===== config.mk =====
export PLATFORM = sky130hd
export DESIGN_NAME = circular_deque_top
export DESIGN_NICKNAME = d
export VERILOG_FILES = /design/src/sv/cdq_pkg.sv /design/src/sv/cdq_ctrl.sv /design/src/sv/cdq_datapath.sv /design/src/sv/circular_deque_top.sv
export VERILOG_INCLUDE_DIRS = /design/src /design/src/sv
export SDC_FILE = /design/constraint.sdc
export NUM_CORES = 1
export LEC_CHECK = 0
export BUFFER_PORTS_ARGS = -buffer_cell sky130_fd_sc_hd__buf_4
export CAP_MARGIN = 15
export CORE_MARGIN = 2
export CORE_UTILIZATION = 40
export DETAILED_ROUTE_END_ITERATION = 8
export SLEW_MARGIN = 20
export SYNTH_ARGS = -nofsm -noshare
export SYNTH_HDL_FRONTEND = slang
export SYNTH_HIERARCHICAL = 1
export SYNTH_SLANG_ARGS = --single-unit

===== constraint.sdc =====
create_clock -name clock -period 4.9 [get_ports clock]
set_clock_uncertainty 0.1 [all_clocks]
set_input_delay 1.225 -clock clock [delete_from_list [all_inputs] [get_ports clock]]
set_output_delay 1.225 -clock clock [all_outputs]
set_load 0.1 [all_outputs]

===== src/sv/circular_deque_top_assert.svh =====
// Assertion macros used by the circular deque datapath.
`ifndef CIRCULAR_DEQUE_TOP_ASSERT_SVH
`define CIRCULAR_DEQUE_TOP_ASSERT_SVH

// Check an implication in the same cycle, sampled on clock, idle in reset.
`define CDQ_ASSERT_SAME(name, ante, cons) \
   name: assert property (@(posedge clock) disable iff (reset) (ante) |-> (cons)) \
      else $error("circular deque check failed");

// Check an implication in the next cycle, sampled on clock, idle in reset.
`define CDQ_ASSERT_NEXT(name, ante, cons) \
   name: assert property (@(posedge clock) disable iff (reset) (ante) |=> (cons)) \
      else $error("circular deque check failed");

`endif


===== src/sv/cdq_pkg.sv =====
// Shared constants, types and codes of the circular deque.
`timescale 1ns / 1ps

package cdq_pkg;

   localparam int DEPTH    = 8;
   localparam int IDX_W    = $clog2(DEPTH);
   localparam int CNT_W    = $clog2(DEPTH + 1);
   localparam int DATA_W   = 32;
   localparam int KIND_W   = 3;
   localparam int STATUS_W = 2;

   // Operation codes
   localparam logic [KIND_W-1:0] KIND_PUSH_HEAD = 3'd0;
   localparam logic [KIND_W-1:0] KIND_PUSH_TAIL = 3'd1;
   localparam logic [KIND_W-1:0] KIND_POP_HEAD  = 3'd2;
   localparam logic [KIND_W-1:0] KIND_POP_TAIL  = 3'd3;

   // Status codes
   localparam logic [STATUS_W-1:0] STATUS_OK    = 2'd0;
   localparam logic [STATUS_W-1:0] STATUS_FULL  = 2'd1;
   localparam logic [STATUS_W-1:0] STATUS_EMPTY = 2'd2;

   typedef enum logic [3:0] {
      ST_IDLE = 4'b0001,
      ST_OP   = 4'b0010,
      ST_READ = 4'b0100,
      ST_RESP = 4'b1000
   } state_type;

   // Commands from the controller to the datapath
   typedef struct packed {
      logic load;
      logic execute;
      logic fetch;
   } cmd_type;

endpackage


===== src/sv/cdq_ctrl.sv =====
// Controller state machine of the circular deque.
`timescale 1ns / 1ps

module cdq_ctrl (
   input  logic             clock,
   input  logic             reset,
   input  logic             start,
   output logic             busy,
   output logic             rsp_valid,
   output cdq_pkg::cmd_type cmd
);

   cdq_pkg::state_type state_ff;
   cdq_pkg::state_type state_in;
   logic               accept;

   // Take a beat when idle or while the previous result is shown
   assign busy   = (state_ff != cdq_pkg::ST_IDLE) && (state_ff != cdq_pkg::ST_RESP);
   assign accept = start && !busy;

   // Sequence one beat through update, read and result
   always_comb begin
      state_in = state_ff;
      case (state_ff)
         cdq_pkg::ST_IDLE: begin
            if (accept) state_in = cdq_pkg::ST_OP;
         end
         cdq_pkg::ST_OP:   state_in = cdq_pkg::ST_READ;
         cdq_pkg::ST_READ: state_in = cdq_pkg::ST_RESP;
         cdq_pkg::ST_RESP: begin
            state_in = accept ? cdq_pkg::ST_OP : cdq_pkg::ST_IDLE;
         end
         default:          state_in = cdq_pkg::ST_IDLE;
      endcase
   end

   always_ff @(posedge clock) begin
      if (reset) begin
         state_ff <= cdq_pkg::ST_IDLE;
      end else begin
         state_ff <= state_in;
      end
   end

   // Drive commands and the result strobe
   assign cmd.load    = accept;
   assign cmd.execute = (state_ff == cdq_pkg::ST_OP);
   assign cmd.fetch   = (state_ff == cdq_pkg::ST_READ);
   assign rsp_valid   = (state_ff == cdq_pkg::ST_RESP);

endmodule


===== src/sv/cdq_datapath.sv =====
// Datapath of the circular deque: entry store, indices, occupancy and result fields.
`timescale 1ns / 1ps
`include "circular_deque_top_assert.svh"

module cdq_datapath (
   input  logic                                clock,
   input  logic                                reset,
   input  cdq_pkg::cmd_type                    cmd,
   input  logic [cdq_pkg::KIND_W-1:0]          req_kind,
   input  logic signed [cdq_pkg::DATA_W-1:0]   req_data,
   output logic signed [cdq_pkg::DATA_W-1:0]   rsp_popped_value,
   output logic [cdq_pkg::STATUS_W-1:0]        rsp_status,
   output logic                                rsp_is_empty,
   output logic                                rsp_is_full,
   output logic signed [cdq_pkg::DATA_W-1:0]   rsp_head_value,
   output logic signed [cdq_pkg::DATA_W-1:0]   rsp_tail_value
);

   localparam logic [cdq_pkg::IDX_W-1:0] IDX_LAST  = cdq_pkg::IDX_W'(cdq_pkg::DEPTH - 1);
   localparam logic [cdq_pkg::CNT_W-1:0] CNT_FULL  = cdq_pkg::CNT_W'(cdq_pkg::DEPTH);

   logic [cdq_pkg::DATA_W-1:0] mem [cdq_pkg::DEPTH];

   logic [cdq_pkg::KIND_W-1:0]   kind_ff;
   logic [cdq_pkg::DATA_W-1:0]   data_ff;
   logic [cdq_pkg::IDX_W-1:0]    head_ff, head_in;
   logic [cdq_pkg::IDX_W-1:0]    tail_ff, tail_in;
   logic [cdq_pkg::CNT_W-1:0]    occ_ff, occ_in;
   logic [cdq_pkg::STATUS_W-1:0] status_ff, status_in;
   logic                         pop_ok_ff, pop_ok_in;
   logic [cdq_pkg::DATA_W-1:0]   rd_a_ff, rd_b_ff;
   logic [cdq_pkg::DATA_W-1:0]   popped_ff;

   logic                         is_push, is_pop, is_empty, is_full;
   logic                         wr_en;
   logic [cdq_pkg::IDX_W-1:0]    wr_addr, rd_a_addr;
   logic [cdq_pkg::IDX_W-1:0]    head_prev, head_next, tail_prev, tail_next;

   // Hold the accepted beat
   always_ff @(posedge clock) begin
      if (cmd.load) begin
         kind_ff <= req_kind;
         data_ff <= req_data;
      end
   end

   // Decode the operation and the wrapped neighbors of both indices
   assign is_push   = (kind_ff == cdq_pkg::KIND_PUSH_HEAD) || (kind_ff == cdq_pkg::KIND_PUSH_TAIL);
   assign is_pop    = (kind_ff == cdq_pkg::KIND_POP_HEAD) || (kind_ff == cdq_pkg::KIND_POP_TAIL);
   assign is_empty  = (occ_ff == '0);
   assign is_full   = (occ_ff == CNT_FULL);
   assign head_prev = (head_ff == '0) ? IDX_LAST : head_ff - 1'b1;
   assign head_next = (head_ff == IDX_LAST) ? '0 : head_ff + 1'b1;
   assign tail_prev = (tail_ff == '0) ? IDX_LAST : tail_ff - 1'b1;
   assign tail_next = (tail_ff == IDX_LAST) ? '0 : tail_ff + 1'b1;

   // Update indices and occupancy, pick the write slot and status
   always_comb begin
      head_in   = head_ff;
      tail_in   = tail_ff;
      occ_in    = occ_ff;
      status_in = status_ff;
      pop_ok_in = pop_ok_ff;
      wr_en     = 1'b0;
      wr_addr   = '0;
      if (cmd.execute) begin
         status_in = cdq_pkg::STATUS_OK;
         pop_ok_in = 1'b0;
         if (is_push) begin
            if (is_full) begin
               status_in = cdq_pkg::STATUS_FULL;
            end else begin
               wr_en  = 1'b1;
               occ_in = occ_ff + 1'b1;
               if (is_empty) begin
                  head_in = '0;
                  tail_in = '0;
               end else if (kind_ff == cdq_pkg::KIND_PUSH_HEAD) begin
                  head_in = head_prev;
                  wr_addr = head_prev;
               end else begin
                  tail_in = tail_next;
                  wr_addr = tail_next;
               end
            end
         end else if (is_pop) begin
            if (is_empty) begin
               status_in = cdq_pkg::STATUS_EMPTY;
            end else begin
               pop_ok_in = 1'b1;
               occ_in    = occ_ff - 1'b1;
               if (occ_ff == cdq_pkg::CNT_W'(1)) begin
                  head_in = '0;
                  tail_in = '0;
               end else if (kind_ff == cdq_pkg::KIND_POP_HEAD) begin
                  head_in = head_next;
               end else begin
                  tail_in = tail_prev;
               end
            end
         end
      end
   end

   always_ff @(posedge clock) begin
      if (reset) begin
         head_ff   <= '0;
         tail_ff   <= '0;
         occ_ff    <= '0;
         status_ff <= cdq_pkg::STATUS_OK;
         pop_ok_ff <= 1'b0;
      end else begin
         head_ff   <= head_in;
         tail_ff   <= tail_in;
         occ_ff    <= occ_in;
         status_ff <= status_in;
         pop_ok_ff <= pop_ok_in;
      end
   end

   // Read the popped entry during the update, then head and tail
   assign rd_a_addr = (cmd.execute && (kind_ff == cdq_pkg::KIND_POP_TAIL)) ? tail_ff : head_ff;

   always_ff @(posedge clock) begin
      if (wr_en) mem[wr_addr] <= data_ff;
      rd_a_ff <= mem[rd_a_addr];
      rd_b_ff <= mem[tail_ff];
   end

   // Capture the popped value before port A moves on to the head
   always_ff @(posedge clock) begin
      if (cmd.fetch) begin
         if (pop_ok_ff) begin
            popped_ff <= rd_a_ff;
         end else if (status_ff == cdq_pkg::STATUS_EMPTY) begin
            popped_ff <= '1;
         end else begin
            popped_ff <= '0;
         end
      end
   end

   // Drive the result fields
   assign rsp_popped_value = popped_ff;
   assign rsp_status       = status_ff;
   assign rsp_is_empty     = is_empty;
   assign rsp_is_full      = is_full;
   assign rsp_head_value   = is_empty ? '1 : rd_a_ff;
   assign rsp_tail_value   = is_empty ? '1 : rd_b_ff;

   `CDQ_ASSERT_SAME(a_occ_range, 1'b1, occ_ff <= CNT_FULL)
   `CDQ_ASSERT_SAME(a_empty_home, is_empty, (head_ff == '0) && (tail_ff == '0))
   `CDQ_ASSERT_SAME(a_single_same, occ_ff == cdq_pkg::CNT_W'(1), head_ff == tail_ff)
   `CDQ_ASSERT_NEXT(a_occ_hold, !cmd.execute, $stable(occ_ff) && $stable(head_ff))

endmodule


===== src/sv/circular_deque_top.sv =====
// Top level of the circular deque: controller plus datapath.
//
//   channel  ports                             handshake
//   request  req_kind, req_data                start high and busy low at a clock edge
//   result   rsp_popped_value .. rsp_tail_value rsp_valid high for one cycle
//
// An item passes the update state (indices updated, store written or read),
// the read state (head and tail entries read through the store's two read
// ports) and the result state, in which the next start is already taken.
// Reset clears indices and occupancy at once; the store is not cleared.
// The receiver cannot stall; the result is shown for exactly one cycle.
`timescale 1ns / 1ps

module circular_deque_top (
   input  logic                                clock,
   input  logic                                reset,
   input  logic                                start,
   output logic                                busy,
   input  logic [cdq_pkg::KIND_W-1:0]          req_kind,
   input  logic signed [cdq_pkg::DATA_W-1:0]   req_data,
   output logic                                rsp_valid,
   output logic signed [cdq_pkg::DATA_W-1:0]   rsp_popped_value,
   output logic [cdq_pkg::STATUS_W-1:0]        rsp_status,
   output logic                                rsp_is_empty,
   output logic                                rsp_is_full,
   output logic signed [cdq_pkg::DATA_W-1:0]   rsp_head_value,
   output logic signed [cdq_pkg::DATA_W-1:0]   rsp_tail_value
);

   cdq_pkg::cmd_type cmd;

   cdq_ctrl u_ctrl (
      .clock     (clock),
      .reset     (reset),
      .start     (start),
      .busy      (busy),
      .rsp_valid (rsp_valid),
      .cmd       (cmd)
   );

   cdq_datapath u_datapath (
      .clock            (clock),
      .reset            (reset),
      .cmd              (cmd),
      .req_kind         (req_kind),
      .req_data         (req_data),
      .rsp_popped_value (rsp_popped_value),
      .rsp_status       (rsp_status),
      .rsp_is_empty     (rsp_is_empty),
      .rsp_is_full      (rsp_is_full),
      .rsp_head_value   (rsp_head_value),
      .rsp_tail_value   (rsp_tail_value)
   );

endmodule


==> flow_summary.toml <==
[timing]
slew_headroom = 0.242
finalSetupViolCount = 0
worst-slew-pin-transition_ns = 1.11
rsz0062_at_grt = "false"
timing_max_transition_violations_final = 0
fin_hold_ws_ns = 0.393
final.setup.tns_ns = 0
finalCritPeriodShare = 0.803
timing_hold_violations_final = 0
max_clock_freq_mhz = 254
layout_min_cycle_time_ns = 3.93

[placed_design]
finalWeightedCongestion = 0.776
portBuffers = 139
post-dp-hpwl_um = 23100
placedInstanceArea_um2 = 18900

[critical_path]
timing.critical_path.fanout_max = 29
worst-endpoint-arrival_ns = 2.61
critPathKind = "flip-flop to output pin"
capturing_element_type_of_the_critical_path = "output pin"
critical_path.startpoint_type = "flip-flop"
crit_required_ns = 3.58

[synth]
synth_flop_cell = "edfxtp_1"
seq_area_frac_synth = 0.661
synth.cell_area_um2 = 17100
syn_inst_count = 1037
number_of_enable_flip_flop_cells_after_synthesis = 323
post_synth_num_cell_types = 54
synth_warnings = 6
syn_nets = 1087
synthesized_flop_and_latch_total = 404
synthArstFlopShare = 0
avgSynthCellArea_um2 = 16.5

[floorplanning]
die_footprint_um2 = 44500
start_util = 0.406
die_width_um = 211
num_io_pins = 140
dieHeight_um = 211
placementRows = 75
core_um2 = 42100

[cells_and_area]
antennaDiodeCount = 0
layout.core_utilization = 0.483
drive_above_1_share = 0.346
syn2layout_area_growth_pct = 18.9
num-nets-final = 1232
finish.instance_area_um2 = 20400

[global_route]
grt_start_max_net_pins = 65
grt_usage = 0.178
grt_first_pass_wirelength_um = 59000
gr-total-overflow = 0
grt_antenna_before_repair = 0
vias_in_the_first_global_route = 9737

[routing]
detail_route.iter0.violations = 827
met2_wirelength_um = 18300
drc_violations = 0
via_per_inst = 5.39
dr_total_vias = 9479
firstDrtPassIters = 5
routed_wire_length_per_instance_um = 22.3
routed-wl-met3_um = 2160
wirelength_um = 39200
ant_nets = 0
wirelength_met1_um = 18100
dr.max_layer_used = "met4"

[hold_path]
worst_hold_path_type = "flip-flop to flip-flop"

[clock_network]
post_cts.resized_instances = 0
tritoncts = "yes"
max-clock-path-buffers = 3
cts-htree-levels = 2
clk_pin_slew_ns = 0.06
clk-insertion-delay-late_ns = 0.56
post-cts-setup-buffers = 0
clk_root_buffer_cell = "clkbuf_16"
cts-buffers-inserted = 44
cts_hold_buffers = 0
cts_num_sinks = 404

[power_and_ir_drop]
p_per_area_nw_per_um2 = 365
vdd.ir_drop.worst_mv = 0.243
power.static_leakage_nw = 7.97

[run_status]
result_of_the_run = "complete, no violations"

[run]
number_of_max_capacitance_violations_reported = 0
[placed cells by master, fill, tap and decap left out, drive strengths merged, types with 5 or more instances in the layout]
master	netlist	final
dfxtp	81	81
edfxtp	323	323
a22o	65	65
clkinv	0	13
nand2	6	6
o21ai	6	6
a21o	33	33
inv	11	11
nor3	7	7
or2	67	67
buf	34	166
ha	12	12
bufinv	0	6
mux2i	135	135
nor2	68	68
a21oi	13	13
clkbuf	33	61
xnor2	5	5
mux4	64	64
mux2	33	33
[flip-flops by register name, summed over array words and instances (netlist names)]
signal / cells
u_datapath/rsp_status: 2
u_datapath/tail_ff: 3
u_datapath/pop_ok_ff: 1
u_datapath/rsp_popped_value: 32
u_datapath/kind_ff: 3
u_datapath/head_ff: 3
u_datapath/mem: 256
u_datapath/occ_ff: 4
u_datapath/rd_b_ff: 32
u_datapath/rd_a_ff: 32
u_datapath/data_ff: 32
u_ctrl/state_ff: 4
[where the power goes]
part / leakage, nW / internal, mW / switching [mW] / total, mW
Clock: 0.736 / 2.10 / 1.30 / 3.39
Sequential: 3.60 / 3.75 / 0.0524 / 3.80
Combinational: 3.64 / 0.0759 / 0.159 / 0.234
Total: 7.97 / 5.92 / 1.51 / 7.43
[logic make-up after synthesis]
group,synth area share
muxes,0.186
and+or+nand+nor,0.0554
DFF,0.661
adders and majority gates,0.00877
AOI/OAI and AO/OA,0.0597
buffers and inverters,0.0265
xor gates and xnor gates,0.00307
[Yosys cell counts (all sizes together) (5+ instances only)]
cell,number,area [um^2]
nor3,7,40.0
xnor2,5,43.8
dfxtp,81,1620
nor2,68,255
edfxtp,323,9700
mux4,64,1440
nand2,6,22.5
inv,11,41.3
buf,34,289
a21o,33,249
ha,12,150
mux2,33,372
o21ai,6,30.0
a22o,65,569
or2,67,419
mux2i,135,1360
a21oi,13,65.1
clkbuf,33,124
[per-layer routing]
metal | up-vias | global-route usage
li1 | 4334 | -
met1 | 4812 | 0.250
met4 | 0 | 0.0546
met3 | 46 | 0.0277
met5 | - | 0
met2 | 287 | 0.286
[worst paths after layout]
kind / startpoint / endpoint / slack, ns / cells after the start
worst max-delay path: u_datapath/occ_ff[0] / rsp_tail_value[12] / 0.97 / 6
worst min-delay path: u_datapath/rsp_status[1] / u_datapath/rsp_status[1] / 0.39 / 2
worst max register to register: u_ctrl/state_ff[3] / u_datapath/mem[2][13] / 1.39 / 8
worst min register to register: u_datapath/rsp_status[1] / u_datapath/rsp_status[1] / 0.39 / 2
[per-stage QoR]
step | worst slack [ns] | total power [mW] | instances
after global placement | 1.54 | 4.11 | 1675
after global routing | 0.819 | 7.66 | 1757
final | 0.967 | 7.43 | 1757
after floorplan | 0.0770 | 4.01 | 1037
after detailed placement | 1.43 | 4.11 | 1675
after CTS | 0.916 | 7.51 | 1757
[worst max-delay path: stages (launching register included)]
cell	delay, ns
dfxtp_1	0.34
inv_1	0.12
ha_1	0.21
nor3b_4	0.48
buf_4	0.40
or2_2	0.18
buf_4	0.28
[layout make-up]
class,count,area [um^2]
Clock buffer,61,1250
Clock inverter,21,265
Fill cell,3537,21800
Inverter,11,41.3
Multi-Input combinational cell,555,5460
Sequential cell,404,11300
Tap cell,539,674
Timing Repair Buffer,166,1350
No activity file was read; power rests on OpenSTA's default activity.
